## src/hdl/rmcs_pkg.sv

```systemverilog
// ----------------------------------------------------------------------------
// rmcs_pkg
// Shared types and constants of the movi chunk scanner.
// ----------------------------------------------------------------------------
package rmcs_pkg;

  // Configuration register indexes.
  localparam logic [1:0] REG_REGION_BASE   = 2'd0;
  localparam logic [1:0] REG_REGION_LENGTH = 2'd1;
  localparam logic [1:0] REG_VIDEO_STREAM  = 2'd2;
  localparam logic [1:0] REG_AUDIO_STREAM  = 2'd3;

  localparam logic [6:0] AUDIO_STREAM_RESET = 7'd127;

  // Chunk header layout and tag constants.
  localparam logic [31:0] TAG_LIST        = 32'h5453_494C;
  localparam logic [15:0] TYPE_DC         = 16'h6364;
  localparam logic [15:0] TYPE_DB         = 16'h6264;
  localparam logic [15:0] TYPE_WB         = 16'h6277;
  localparam logic [7:0]  CHAR_0          = 8'h30;
  localparam logic [7:0]  CHAR_9          = 8'h39;
  localparam logic [31:0] LIST_TYPE_BYTES = 32'd4;
  localparam logic [33:0] HEADER_BYTES    = 34'd8;

  // Depth of the header queue between the front and back ends.
  localparam int FIFO_DEPTH = 4;

  // One collected chunk header, handed from the front end to the back end.
  typedef struct packed {
    logic [31:0] tag;
    logic [31:0] size;
    logic [31:0] pos;   // region offset of the payload (header position + 8)
  } hdr_rec_t;

endpackage

```

## src/hdl/rmcs_fifo.sv

```systemverilog
// ----------------------------------------------------------------------------
// rmcs_fifo
// Short queue of collected chunk headers between the front and back ends.
// ----------------------------------------------------------------------------
module rmcs_fifo
  import rmcs_pkg::*;
(
  input  logic     clk,
  input  logic     rst,
  input  logic     push,
  input  hdr_rec_t push_rec,
  input  logic     pop,
  output hdr_rec_t head_rec,
  output logic     empty,
  output logic     full
);

  localparam int PtrW = $clog2(FIFO_DEPTH);
  localparam int CntW = $clog2(FIFO_DEPTH + 1);

  hdr_rec_t            entries [FIFO_DEPTH];
  logic [PtrW-1:0]     wr_ptr;
  logic [PtrW-1:0]     rd_ptr;
  logic [CntW-1:0]     count;

  assign empty    = (count == '0);
  assign full     = (count == CntW'(FIFO_DEPTH));
  assign head_rec = entries[rd_ptr];

  always_ff @(posedge clk) begin
    if (push) begin
      entries[wr_ptr] <= push_rec;
    end
  end

  always_ff @(posedge clk) begin
    if (rst) begin
      wr_ptr <= '0;
      rd_ptr <= '0;
      count  <= '0;
    end else begin
      if (push) begin
        wr_ptr <= PtrW'((CntW'(wr_ptr) + CntW'(1)) % CntW'(FIFO_DEPTH));
      end
      if (pop) begin
        rd_ptr <= PtrW'((CntW'(rd_ptr) + CntW'(1)) % CntW'(FIFO_DEPTH));
      end
      if (push && !pop) begin
        count <= count + CntW'(1);
      end else if (pop && !push) begin
        count <= count - CntW'(1);
      end
    end
  end

  // The front end is held off while full, and the back end only drains a
  // non-empty queue.
  a_no_overflow_underflow: assert property (@(posedge clk) disable iff (rst)
    !(push && full) && !(pop && empty))
    else $error("header queue overflow or underflow");

endmodule

```

## src/hdl/rmcs_front.sv

```systemverilog
// ----------------------------------------------------------------------------
// rmcs_front
// Byte-level walk of the movi region: collects chunk headers and skips
// payloads and list types.
// ----------------------------------------------------------------------------
module rmcs_front
  import rmcs_pkg::*;
(
  input  logic        clk,
  input  logic        rst,
  input  logic        byte_fire,
  input  logic [7:0]  data_byte,
  input  logic        restart,
  input  logic [31:0] region_length,
  output logic        push,
  output hdr_rec_t    push_rec
);

  typedef enum logic [1:0] {
    ST_COLLECT,
    ST_SKIP,
    ST_DONE
  } phase_t;

  phase_t      phase, phase_next;
  logic [63:0] header_bytes, header_bytes_next;
  logic [2:0]  header_count, header_count_next;
  logic [31:0] skip_remaining, skip_remaining_next;
  logic [32:0] region_position, region_position_next;

  phase_t      ph_cur;
  logic [2:0]  cnt_cur;
  logic [31:0] skip_cur;
  logic [32:0] pos_cur;
  logic [63:0] hdr_shift;
  logic [31:0] size_p1;
  logic [31:0] pad_skip;

  always_comb begin
    // A restart byte sees the reset state.
    ph_cur   = restart ? ST_COLLECT : phase;
    cnt_cur  = restart ? 3'd0 : header_count;
    skip_cur = restart ? 32'd0 : skip_remaining;
    pos_cur  = restart ? 33'd0 : region_position;

    hdr_shift = {data_byte, header_bytes[63:8]};
    size_p1   = hdr_shift[63:32] + 32'd1;
    pad_skip  = {size_p1[31:1], 1'b0};

    phase_next           = ph_cur;
    header_bytes_next    = header_bytes;
    header_count_next    = cnt_cur;
    skip_remaining_next  = skip_cur;
    region_position_next = pos_cur;
    push                 = 1'b0;
    push_rec.tag         = hdr_shift[31:0];
    push_rec.size        = hdr_shift[63:32];
    push_rec.pos         = region_position_next[31:0];

    unique case (ph_cur)
      ST_SKIP: begin
        if (skip_cur != 32'd0) begin
          skip_remaining_next = skip_cur - 32'd1;
        end
        region_position_next = pos_cur + 33'd1;
        if (skip_remaining_next == 32'd0) begin
          phase_next = ST_COLLECT;
        end
      end
      ST_COLLECT: begin
        if (cnt_cur == 3'd0 && ({1'b0, pos_cur} + HEADER_BYTES) > {2'b00, region_length}) begin
          phase_next = ST_DONE;
        end else begin
          header_bytes_next    = hdr_shift;
          header_count_next    = cnt_cur + 3'd1;
          region_position_next = pos_cur + 33'd1;
          if (cnt_cur == 3'd7) begin
            if (hdr_shift[31:0] == TAG_LIST) begin
              skip_remaining_next = LIST_TYPE_BYTES;
              phase_next          = ST_SKIP;
            end else begin
              skip_remaining_next = pad_skip;
              phase_next          = (pad_skip == 32'd0) ? ST_COLLECT : ST_SKIP;
              push                = byte_fire;
            end
          end
        end
      end
      ST_DONE: begin
      end
      default: begin
        phase_next = ST_DONE;
      end
    endcase
    push_rec.pos = region_position_next[31:0];
  end

  always_ff @(posedge clk) begin
    if (rst) begin
      phase           <= ST_COLLECT;
      header_bytes    <= '0;
      header_count    <= '0;
      skip_remaining  <= '0;
      region_position <= '0;
    end else if (byte_fire) begin
      phase           <= phase_next;
      header_bytes    <= header_bytes_next;
      header_count    <= header_count_next;
      skip_remaining  <= skip_remaining_next;
      region_position <= region_position_next;
    end
  end

  // The skip phase always has bytes left to skip; it is left on the last one.
  a_skip_nonzero: assert property (@(posedge clk) disable iff (rst)
    (phase == ST_SKIP) |-> (skip_remaining != 32'd0))
    else $error("skip phase with nothing left to skip");

endmodule

```

## src/hdl/rmcs_back.sv

```systemverilog
// ----------------------------------------------------------------------------
// rmcs_back
// Classifies queued chunk headers and presents the descriptors.
// ----------------------------------------------------------------------------
module rmcs_back
  import rmcs_pkg::*;
(
  input  logic        clk,
  input  logic        rst,
  input  hdr_rec_t    head_rec,
  input  logic        empty,
  output logic        pop,
  input  logic [31:0] region_base,
  input  logic [6:0]  video_stream,
  input  logic [6:0]  audio_stream,
  output logic        out_valid,
  input  logic        out_stall,
  output logic [31:0] chunk_offset,
  output logic [31:0] chunk_length,
  output logic        is_audio,
  output logic        key_frame,
  output logic [6:0]  stream_number
);

  logic [7:0]  s0, s1, d0_full, d1_full;
  logic [15:0] chunk_type;
  logic        digits_ok;
  logic [6:0]  num;
  logic        video, audio, hit;
  logic        out_free;

  always_comb begin
    s0         = head_rec.tag[7:0];
    s1         = head_rec.tag[15:8];
    chunk_type = head_rec.tag[31:16];
    digits_ok  = (s0 >= CHAR_0) && (s0 <= CHAR_9) && (s1 >= CHAR_0) && (s1 <= CHAR_9);
    d0_full    = s0 - CHAR_0;
    d1_full    = s1 - CHAR_0;
    // Tens digit times ten as two shifts; the sum stays below 100.
    num        = {d0_full[3:0], 3'b000} + {2'b00, d0_full[3:0], 1'b0}
                 + {3'b000, d1_full[3:0]};
    video      = (chunk_type == TYPE_DC) || (chunk_type == TYPE_DB) || (num == video_stream);
    audio      = !video && ((chunk_type == TYPE_WB) || (num == audio_stream));
    hit        = digits_ok && (video || audio);
  end

  assign out_free = !out_valid || !out_stall;
  assign pop      = !empty && out_free;

  always_ff @(posedge clk) begin
    if (rst) begin
      out_valid <= 1'b0;
    end else if (out_free) begin
      out_valid <= pop && hit;
    end
  end

  always_ff @(posedge clk) begin
    if (pop && hit) begin
      chunk_offset  <= region_base + head_rec.pos;
      chunk_length  <= head_rec.size;
      is_audio      <= audio;
      key_frame     <= video;
      stream_number <= num;
    end
  end

endmodule

```

## src/hdl/riff_movi_chunk_scanner.sv

```systemverilog
// ----------------------------------------------------------------------------
// riff_movi_chunk_scanner
// Walks the chunks of an AVI movi region and reports audio and video chunks.
// ----------------------------------------------------------------------------
// The block takes one byte of the region per request and can accept a byte
// in every clock cycle. A front end follows the chunk structure: at every
// chunk boundary it collects the 8-byte header (tag, then size, both
// little-endian) if at least 8 bytes of the region remain, skips the 4-byte
// type after a LIST header and skips other payloads padded to even length
// (the size plus one wraps at 32 bits, so a size of all ones skips nothing).
// A byte with restart set begins a new scan at region offset zero; once the
// region is exhausted further bytes are ignored until the next restart.
// Every non-LIST header goes into a four-entry queue; unless stalled, a back
// end takes one header per cycle, decodes its two-digit stream number and
// chunk type, and presents a descriptor of a reported chunk through
// an output register. A chunk is reported as video when its type is dc or db
// or its number equals video_stream, else as audio when its type is wb or
// its number equals audio_stream. Input stall rises only when the queue is
// full, which needs the result side stalled for several headers in a row.
// Configuration registers must be written while the block is idle (unchecked).
// ----------------------------------------------------------------------------
module riff_movi_chunk_scanner
  import rmcs_pkg::*;
(
  input  logic        clk,
  input  logic        rst,
  // Configuration write port.
  input  logic        cfg_wen,
  input  logic [1:0]  cfg_index,
  input  logic [31:0] cfg_data,
  // Byte requests.
  input  logic        in_valid,
  output logic        in_stall,
  input  logic [7:0]  data_byte,
  input  logic        restart,
  // Chunk descriptor requests.
  output logic        out_valid,
  input  logic        out_stall,
  output logic [31:0] chunk_offset,
  output logic [31:0] chunk_length,
  output logic        is_audio,
  output logic        key_frame,
  output logic [6:0]  stream_number
);

  logic [31:0] region_base;
  logic [31:0] region_length;
  logic [6:0]  video_stream;
  logic [6:0]  audio_stream;

  logic        byte_fire;
  logic        push;
  logic        pop;
  logic        empty;
  logic        full;
  hdr_rec_t    push_rec;
  hdr_rec_t    head_rec;

  // Configuration registers.
  always_ff @(posedge clk) begin
    if (rst) begin
      region_base   <= '0;
      region_length <= '0;
      video_stream  <= '0;
      audio_stream  <= AUDIO_STREAM_RESET;
    end else if (cfg_wen) begin
      unique case (cfg_index)
        REG_REGION_BASE:   region_base   <= cfg_data;
        REG_REGION_LENGTH: region_length <= cfg_data;
        REG_VIDEO_STREAM:  video_stream  <= cfg_data[6:0];
        REG_AUDIO_STREAM:  audio_stream  <= cfg_data[6:0];
        default: begin
        end
      endcase
    end
  end

  // The front end only waits when there is no room for another header.
  assign in_stall  = full;
  assign byte_fire = in_valid && !in_stall;

  rmcs_front u_front (
    .clk           (clk),
    .rst           (rst),
    .byte_fire     (byte_fire),
    .data_byte     (data_byte),
    .restart       (restart),
    .region_length (region_length),
    .push          (push),
    .push_rec      (push_rec)
  );

  rmcs_fifo u_fifo (
    .clk      (clk),
    .rst      (rst),
    .push     (push),
    .push_rec (push_rec),
    .pop      (pop),
    .head_rec (head_rec),
    .empty    (empty),
    .full     (full)
  );

  rmcs_back u_back (
    .clk           (clk),
    .rst           (rst),
    .head_rec      (head_rec),
    .empty         (empty),
    .pop           (pop),
    .region_base   (region_base),
    .video_stream  (video_stream),
    .audio_stream  (audio_stream),
    .out_valid     (out_valid),
    .out_stall     (out_stall),
    .chunk_offset  (chunk_offset),
    .chunk_length  (chunk_length),
    .is_audio      (is_audio),
    .key_frame     (key_frame),
    .stream_number (stream_number)
  );

  // A descriptor is either a video key frame or an audio chunk, never both.
  a_kind_exclusive: assert property (@(posedge clk) disable iff (rst)
    out_valid |-> (is_audio != key_frame))
    else $error("descriptor is both or neither audio and video");

  // Stream numbers come from two decimal digits.
  a_stream_range: assert property (@(posedge clk) disable iff (rst)
    out_valid |-> (stream_number <= 7'd99))
    else $error("stream number out of range");

endmodule
```

## config.mk

```make
export PLATFORM = sky130hd
export DESIGN_NAME = riff_movi_chunk_scanner
export DESIGN_NICKNAME = d
export VERILOG_FILES = /design/src/hdl/rmcs_pkg.sv /design/src/hdl/rmcs_fifo.sv /design/src/hdl/rmcs_front.sv /design/src/hdl/rmcs_back.sv /design/src/hdl/riff_movi_chunk_scanner.sv
export SDC_FILE = /design/constraint.sdc
export NUM_CORES = 1
export LEC_CHECK = 0
export BUFFER_PORTS_ARGS = -buffer_cell sky130_fd_sc_hd__buf_4
export CORE_MARGIN = 4
export CORE_UTILIZATION = 55
export DETAILED_ROUTE_END_ITERATION = 16
export GPL_ROUTABILITY_DRIVEN = 0
export MAX_ROUTING_LAYER = met4
export PLACE_DENSITY = 0.72
export SKIP_CTS_REPAIR_TIMING = 1
export SLEW_MARGIN = 10
export SYNTH_ARGS = -nofsm -noshare
export SYNTH_HDL_FRONTEND = slang
export SYNTH_SLANG_ARGS = --single-unit
export TNS_END_PERCENT = 10
```

## constraint.sdc

```tcl
create_clock -name clk -period 14.44 [get_ports clk]
set_input_delay 1.444 -clock clk [delete_from_list [all_inputs] [get_ports clk]]
set_output_delay 1.444 -clock clk [all_outputs]
set_load 0.02 [all_outputs]
```

Word level (Yosys, flattened, before mapping):

Memories as Yosys holds them, arrays and structs flattened. A register that Yosys moved wholly into a read port is not among the register bits.
Index checks and enable logic that the tools add are counted.

* $add $sub $neg: 14
* $lt $le $gt $ge: 5
* equal/unequal tests: 13
* muxes and demuxes: 30
* bitwise gates (word level): 1
* reductions and logical operators: 36

Operators by type and width (number)
* $mux W32: 6
* $mux W33: 2
* $pmux W33 S2: 1
* $pmux W32 S2: 1
* $eq A16 B15 Y1 const B: 3
* $add A33 B4 Y34 const B: 1
* $gt A34 B32 Y1: 1
* $add A33 B1 Y33 const B: 1
* $add A32 B1 Y32 const B: 1
* $add A32 B32 Y32: 1
* $eq A32 B31 Y1 const B: 1
* $logic_not A32 Y1: 1
* $reduce_bool A32 Y1: 1
* $sub A32 B1 Y32 const B: 1
* $logic_not A31 Y1: 1
* $ge A8 B6 Y1 const B: 2
* $le A8 B6 Y1 const B: 2
* $mux W3: 5
* $eq A7 B7 Y1: 2
* $mux W2: 7
* $logic_and A1 B1 Y1: 11
* $reduce_and A2 Y1: 4
* $sub A4 B1 Y4 const B: 2
* $add A7 B4 Y7: 1
* other kinds (16): 40

* flip-flop bits (word level): 293
* bits in writable memories: 384
* output and inout bits: 75
* memories: 1

Memory list
* u_fifo.entries: words 4, bits a word 96, read ports 1, clocked after memory_dff 1, wr ports 1, RTL line rmcs_fifo.sv:21 `hdr_rec_t entries [FIFO_DEPTH];`

Depth between registers and ports, before layout:

Gate-level depths: netlist (run 1).

* depth after elaboration: 11
* mapped depth: 26
* gate-level depth less buffers: 23

Modules after synthesis:

From an unflattened synthesis (run 1), not the netlist that was laid out.

* cells, all modules: 2689
* area total of the unflattened synthesis: 32352.3 µm²

Modules (own cells, without submodules)
* rmcs_fifo: instances 1, cells an instance 546, area each 14272.4 µm²
* rmcs_front: instances 1, cells an instance 1462, area each 10411.2 µm²
* rmcs_back: instances 1, cells an instance 380, area each 4456.8 µm²
* riff_movi_chunk_scanner: instances 1, cells an instance 301, area each 3211.8 µm²

Worst setup path before layout (run 1):

Ideal clock, no wire load.

* path kind: input to register
* start point: input restart
* end point: memory u_fifo.entries[0][0] (netlist name), enable pin
* data arrival time: 7833 ps
* data required time: 13974 ps
* setup slack: 6142 ps
* stages on the path: 18
* buffers on the path: 8
* path through: clkbuf_1 -> clkbuf_1 -> clkbuf_1 -> buf_1 -> clkbuf_1 -> clkbuf_1 -> buf_1 -> nor2_1 -> ha_1 -> a21oi_1 -> o21ai_0 -> a211oi_1 -> nand3_1 -> nor3_1 -> o21ai_2 -> nor3_1 -> clkbuf_1 -> and2_1

* word-level cells in the longest chain between the ends: 8
* elaborated cells between the ends (all ways): 14

RTL lines
* from (decl): RTL line riff_movi_chunk_scanner.sv:35 `input logic restart,`
* $mux W33: RTL line rmcs_front.sv:44 `pos_cur = restart ? 33'd0 : region_position;`
* $add A33 B4 Y34: RTL line rmcs_front.sv:71 `if (cnt_cur == 3'd0 && ({1'b0, pos_cur} + HEADER_BYTES) > {2'b00, region_length}) begin`
* $gt A34 B32 Y1: RTL line rmcs_front.sv:71
* $logic_and A1 B1 Y1: RTL line rmcs_front.sv:71
* $mux W1: RTL line rmcs_front.sv:71
* $mux W1 (*): RTL line rmcs_front.sv:60 `unique case (ph_cur)`
* via push: RTL line riff_movi_chunk_scanner.sv:52 `logic push;`
* $mux W1 (*): RTL line rmcs_fifo.sv:31 `if (push) begin`
* $mux W1 (implied by the code) (*): RTL line rmcs_fifo.sv:32 `entries[wr_ptr] <= push_rec;`
* to (decl): RTL line rmcs_fifo.sv:21

The timed path passes the listed nets; every way through them passes the cells marked *.

Final worst setup path (run 1):

* start point: input restart
* end point: memory u_fifo.entries[2][21] (netlist name), enable pin

* word-level cells in the longest chain between the ends: 8
* elaborated cells between the ends (all ways): 14

RTL lines (RTL line)
* $mux W33: rmcs_front.sv:44
* $add A33 B4 Y34: rmcs_front.sv:71
* $gt A34 B32 Y1: rmcs_front.sv:71
* $logic_and A1 B1 Y1: rmcs_front.sv:71
* $mux W1: rmcs_front.sv:71
* $mux W1 (*): rmcs_front.sv:60
* $mux W1 (*): rmcs_fifo.sv:31
* $mux W1 (implied by the code) (*): rmcs_fifo.sv:32

Mark *: on every way between the ends. The rest lies on a longest branch, timed or not.

==> metrics, run 1 <==
Synth Flop Type edfxtp_1; post-route DRC violation count 0; hold depth 2; fill count ~4,200; Inst Count DP ~3,300; Static Leak about 0.012 uW; Critical Path AT 7.87 ns; core footprint roughly 55,000 um^2; gr usage total 25.2%; setup tns final 0 ns; Synth top area share between 40% and 50%; Antenna diodes 0; Non-Filler Instances 3,473; Syn. warnings 0; Post-synth EDFFs 457; Min-Delay Path Class reg2reg; vias in the first global route 21,134; TritonCTS Buffers 70; Synth Area in Compound Gates under 10%; asr flop ratio synth 0%; largest net degree at the start of global routing just over 80; max-slew violation count 0; worst-margin pin slew 1.11 ns; Adder-Cell Fraction of Synth Area 3.56%; Final Cycle Share 52.9%; Via density 6.12; Tmin final 7.64 ns; Hold Crit Start region_base[5]; Yosys cell types 83; drt pass-1 iters 6; Seq/Total Area, Yosys just under 60%; CTS Sinks 671; main combinational cell family by area after synthesis simple AND/OR/NAND/NOR gates; drt wl/cell 21.1 um; fmax 0.131 GHz; CTS tree yes; Clock Tree Root clkbuf_16; max_cap viols 0; commonest non-fill, non-tap cells in the layout edfxtp_1, nand2_1, nor2_1; post-detail-place hpwl 48.0 mm; initial antenna violation count 0; Rows between 80 and 90; Simple-Gate Fraction of Synth Area 14.3%; XOR/XNOR Fraction of Synth Area under 10%; DIE AREA 59,600 um^2; Critical R2R Capture u_fifo.entries[2][21]; syn_area_per_cell 11.8 um^2; Die X 244 um; Longest Clk Path Bufs 3; first-pass GRT wire length 117 mm; Slew headroom about a quarter; synthesis-to-layout area growth 13.2%; Buffers on Ports 122; main area contributors after synthesis edfxtp_1, dfxtp_1, mux4_2; Yosys top cell by area edfxtp_1; Net Count, Synth 2,727; Worst Reg-to-Reg Cells 19; total grt overflow 0; Required @ worst endpoint 14.67 ns; critical path launch point type input port; Post-Synthesis Cells 2,594; die height 244 um; PD cells approximately 150 nW/um^2; layout cell share with drive strength beyond 1 13.4%; Reg clk slew, reported paths 0.06 ns; WHS Endpoint region_base[5]; Final setup viols 0; IO Count 123; count of final hold-check violations 0; post-synthesis register bit count 671; outcome complete, no violations; H-tree Lvls 3; crit end category register; worst skew pair latency ~0.63 ns; peak supply drop 101 uV; Final ANT Viol Nets 0; reg2reg start u_front.region_position[3]; crit path max fanout 60; Initial Utilization 55.6%; final net count ~2,800; WL final approximately 73 mm; Worst Skew 0.0249 ns; R2R setup slack 7.49 ns; proportion of synthesized area in mux cells 8.10%; most common cell after layout, fill and taps aside edfxtp_1; DR vias 21,271; RSZ-0062 raised after global routing no; 1st-iter DRT viols about 2,000; Crit Path Category in2reg; Syn Std Cell Area just over 30,000 um^2
-- layer usage --
layer  track usage [%]  vias up  routed length (um)
met5                 -        -                   0
met4              9.11        0                2660
met3              3.99      173                4460
met2              40.4      776               35700
met1              32.8    10488               30400
li1                  -     9834                   -
-- where the power goes --
part	switching (uW)	leakage [uW]	internal, uW
clock	762	0.00122	1190
combinational	545	0.00502	428
sequential	85.5	0.00593	2110
total	1390	0.0122	3730
-- how the worst max path moves through the flow --
stage | start | to | slack [ns] | cells past startpoint
CTS | restart | u_fifo.entries[3][18] | 6.91 | 22
floorplan | restart | u_fifo.entries[0][0] | 6.14 | 18
global placement | restart | u_fifo.entries[3][23] | 6.56 | 22
finish | restart | u_fifo.entries[2][21] | 6.80 | 22
global route | restart | u_fifo.entries[2][21] | 6.45 | 22
detailed placement | restart | u_fifo.entries[3][23] | 6.30 | 22
-- Yosys cell counts (6+ instances only) --
library cell / n
buf_2: 14
o31ai_1: 14
ha_1: 81
o21ai_0: 78
nand2b_1: 8
nor4b_1: 6
clkbuf_1: 108
nor3_1: 50
nor4_1: 33
nand2_1: 301
inv_1: 65
nand3_1: 76
nand3b_1: 12
o31a_1: 6
nand4_1: 40
mux2i_1: 74
o221ai_1: 10
a21oi_1: 179
xor2_1: 56
buf_1: 20
xnor2_1: 67
and3_1: 22
nor2_1: 223
or3_1: 23
nor2b_1: 31
nor3b_1: 11
a31oi_1: 23
a21o_1: 15
and2_1: 14
o21a_1: 12
or4_1: 11
a311oi_1: 6
nor4bb_1: 12
dfxtp_1: 214
nand4b_1: 6
a22oi_1: 7
o22ai_1: 12
o211ai_1: 11
a211oi_1: 11
edfxtp_1: 457
mux4_2: 77
and4_1: 7
-- kinds of logic after synthesis --
logic type	Yosys count
compound gates	451
xor+xnor	123
fa+ha+maj	85
buf+inv	208
flops	671
mux	152
simple gates	904
-- sequential cells by signal (all words and copies together), names as in the netlist, 2 cells and up, named ones only --
| signal | cells |
|---|---|
| u_back.chunk_length | 32 |
| region_base | 32 |
| u_front.skip_remaining | 32 |
| u_front.phase | 2 |
| u_fifo.wr_ptr | 2 |
| u_front.header_bytes | 56 |
| u_fifo.rd_ptr | 2 |
| video_stream | 7 |
| u_back.stream_number | 7 |
| u_fifo.count | 3 |
| u_front.region_position | 33 |
| u_fifo.entries | 384 |
| audio_stream | 7 |
| u_back.chunk_offset | 32 |
| u_front.header_count | 3 |
| region_length | 32 |
-- worst max-delay path, stage by stage --
cell and delay (ns):
buf_4 0.27, buf_4 0.40, inv_1 0.26, buf_4 0.50, nand2_1 0.21, nor2_1 0.15
nand4_1 0.13, nor2_1 0.30, and3_1 0.28, xnor2_1 0.14, nor2_1 0.06, ha_1 0.34
a21oi_1 0.16, o21ai_0 0.14, a211oi_1 0.32, nand3_1 0.15, nor3_1 0.39, o21ai_2 0.27
nor3_2 0.19, buf_4 0.28, and2_4 0.58, buf_4 0.78
-- final cells by class --
class	instances	area, um^2	area share [%]
tap	748	936	2.70
multi-input combinational	1715	11900	34.3
sequential	671	18000	51.9
inverter	65	245	0.706
clock buffer	84	1840	5.31
timing repair buffer	145	1090	3.15
clock inverter	45	672	1.94
-- stage by stage --
stage	hold WS [ns]	area, um^2	util, %	worst slack [ns]	power (uW)
2_1_floorplan	0.432	30700	-	6.14	2940
3_3_place_gp	0.441	32200	58.3	6.56	3180
3_5_place_dp	0.450	32200	58.3	6.30	3200
4_1_cts	0.458	34700	62.9	6.91	5150
5_1_grt	0.482	34700	62.9	6.45	5330
6_report	0.459	34700	62.9	6.80	5120
Note: power is estimated with default switching activity, not from simulation.
==> run 2: changes to the inputs <==
Clock period 14.44 ns to 7.92 ns, I/O delays scaled along.
==> run 2 against run 1 <==
  * First-iteration DRC count increased by 18%
  * Critical path depth unchanged
  * Design area shrank 0.41%
  * Critical endpoint is now u_fifo.count[2]
  * Critical path type is now reg2reg
  * Largest power group unchanged
==> metrics, run 2 (synthesized netlist as in run 1, its figures left out) <==
outcome complete, no violations; total grt overflow 0; crit end category register; GRT met3 Usage under 10%; post-route DRC violation count 0; die height around 240 um; Tot Pwr 8990 uW; vias in the first global route 20,800; Final setup viols 0; crit path max fanout 11; synthesis-to-layout area growth 12.7%; CP max stage delay approximately 0.52 ns; Final Cycle Share 80.1%; max_cap viols 0; Inst Count DP 3,350; first-pass GRT wire length 117 mm; R2R setup slack 1.58 ns; Clock Tree Root clkbuf_16; core footprint 55,200 um^2; drt wl/cell ~21 um; worst skew pair latency 0.61 ns; biggest regs u_fifo.entries: 384 flops, u_front.header_bytes: 56 flops, u_front.region_position: 33 flops; critical path launch point type register; largest net degree at the start of global routing 86; Critical Path AT 6.86 ns; CTS Sinks 671; Required @ worst endpoint 8.44 ns; Longest Clk Path Bufs 3; minimum hold slack 0.437 ns; Antenna diodes 0; setup tns final 0 ns; Non-Filler Instances 3,481; Slew headroom 22.3%; Die X around 240 um; Static Leak 0.0121 uW; Rows 86; PD cells 260 nW/um^2; Via density 6.15; Reg with most FFs u_fifo.entries; Reg clk slew, reported paths 0.06 ns; max-slew violation count 0; peak supply drop 174 uV; WL final 73.4 mm; TritonCTS Buffers 71; RSZ-0062 raised after global routing no; Min-Delay Path Class in2reg; post-detail-place hpwl between 40 and 50 mm; CTS tree yes; CP max-delay cell nor3_1; CP Cell Sequence and3_1 -> nand4_1 -> nor3_1 -> nand3_1 -> nor2_1 -> and3_1 -> xnor2_1 -> nor2_1 -> ha_1 -> a21oi_1 -> o21ai_0 -> a211oi_1 -> nand3_1 -> nor3_1 -> o21ai_2 -> nor3_2 -> ha_1 -> inv_1 -> fa_1 -> xor2_1 -> or3_1 -> a21oi_1; DR vias roughly 21,000; Worst Skew 0.0172 ns; Initial Utilization between 50 and 60%; gr usage total between 20 and 30%; drt pass-1 iters 6; met2 global-route usage between 40% and 50%; kind of cell adding the most delay to the critical path simple AND/OR/NAND/NOR gates; worst-margin pin slew about 1.2 ns; fmax 0.158 GHz; met1 Use GR 33.4%; count of final hold-check violations 0; layout cell share with drive strength beyond 1 between 10% and 20%; Buffers on Ports 122; pre-CTS setup slack 1.19 ns; Final ANT Viol Nets 0; IO Count 123; max reg flops 384; Crit Path Category reg2reg; 1st-iter DRT viols around 2,300; H-tree Lvls 3; commonest non-fill, non-tap cells in the layout edfxtp_1, nand2_1, nor2_1; setup ws final 1.58 ns; CP bufs+invs 1; final net count roughly 2,800; most used routing layer met2; most common cell after layout, fill and taps aside edfxtp_1; initial antenna violation count 0; DIE AREA 59,600 um^2; Tmin final 6.34 ns
run 2: cell count changes in the layout (fill, tap and decap cells not counted), sizes merged:
| cell | before | now |
|---|---|---|
| clkinv | 23 | 24 |
| bufinv | 15 | 2 |
| buf | 145 | 151 |
| clkinvlp | 4 | 5 |
| clkbuf | 84 | 94 |
| inv | 68 | 71 |
run 2: metrics by stage:
| stage | utilization (%) | instance area (um^2) |
|---|---|---|
| finish | 62.6 | 34600 |
| global route | 62.6 | 34600 |
| CTS | 62.6 | 34600 |
| detailed placement | 58.5 | 32300 |
| global placement | 58.5 | 32300 |
| floorplan | - | 30700 |
run 2: power breakdown:
group,internal [uW],switching [uW],total [uW]
combinational,786,984,1770
clock,1830,1380,3210
sequential,3850,161,4010
total,6470,2520,8990
run 2: path summary, 6_finish.rpt:
path,end,from,depth (start not counted)
min,region_length[14],cfg_data[14],3
min reg2reg,u_front.header_count[2],u_front.header_count[2],2
max reg2reg,u_fifo.count[2],u_front.region_position[3],22
max,u_fifo.count[2],u_front.region_position[3],22
run 2: tightest hold or removal path, cell delays in order:
cell and delay, ns:
buf_4 0.11, nand2_1 0.05, a21oi_1 0.05
run 2: metal layers:
layer  routed length (um)  vias up
met5                    0        -
li1                     -     9870
met2                35500      761
met4                 2700        0
met3                 4160      171
met1                31000    10599
run 2: final cells by class:
type / count / area [um^2]
clock buffer: 94 / 1960
timing repair buffer: 151 / 1190
multi-input combinational: 1715 / 11900
inverter: 65 / 245
tap: 748 / 936
fill: 4145 / 20600
clock inverter: 37 / 324
sequential: 671 / 18000
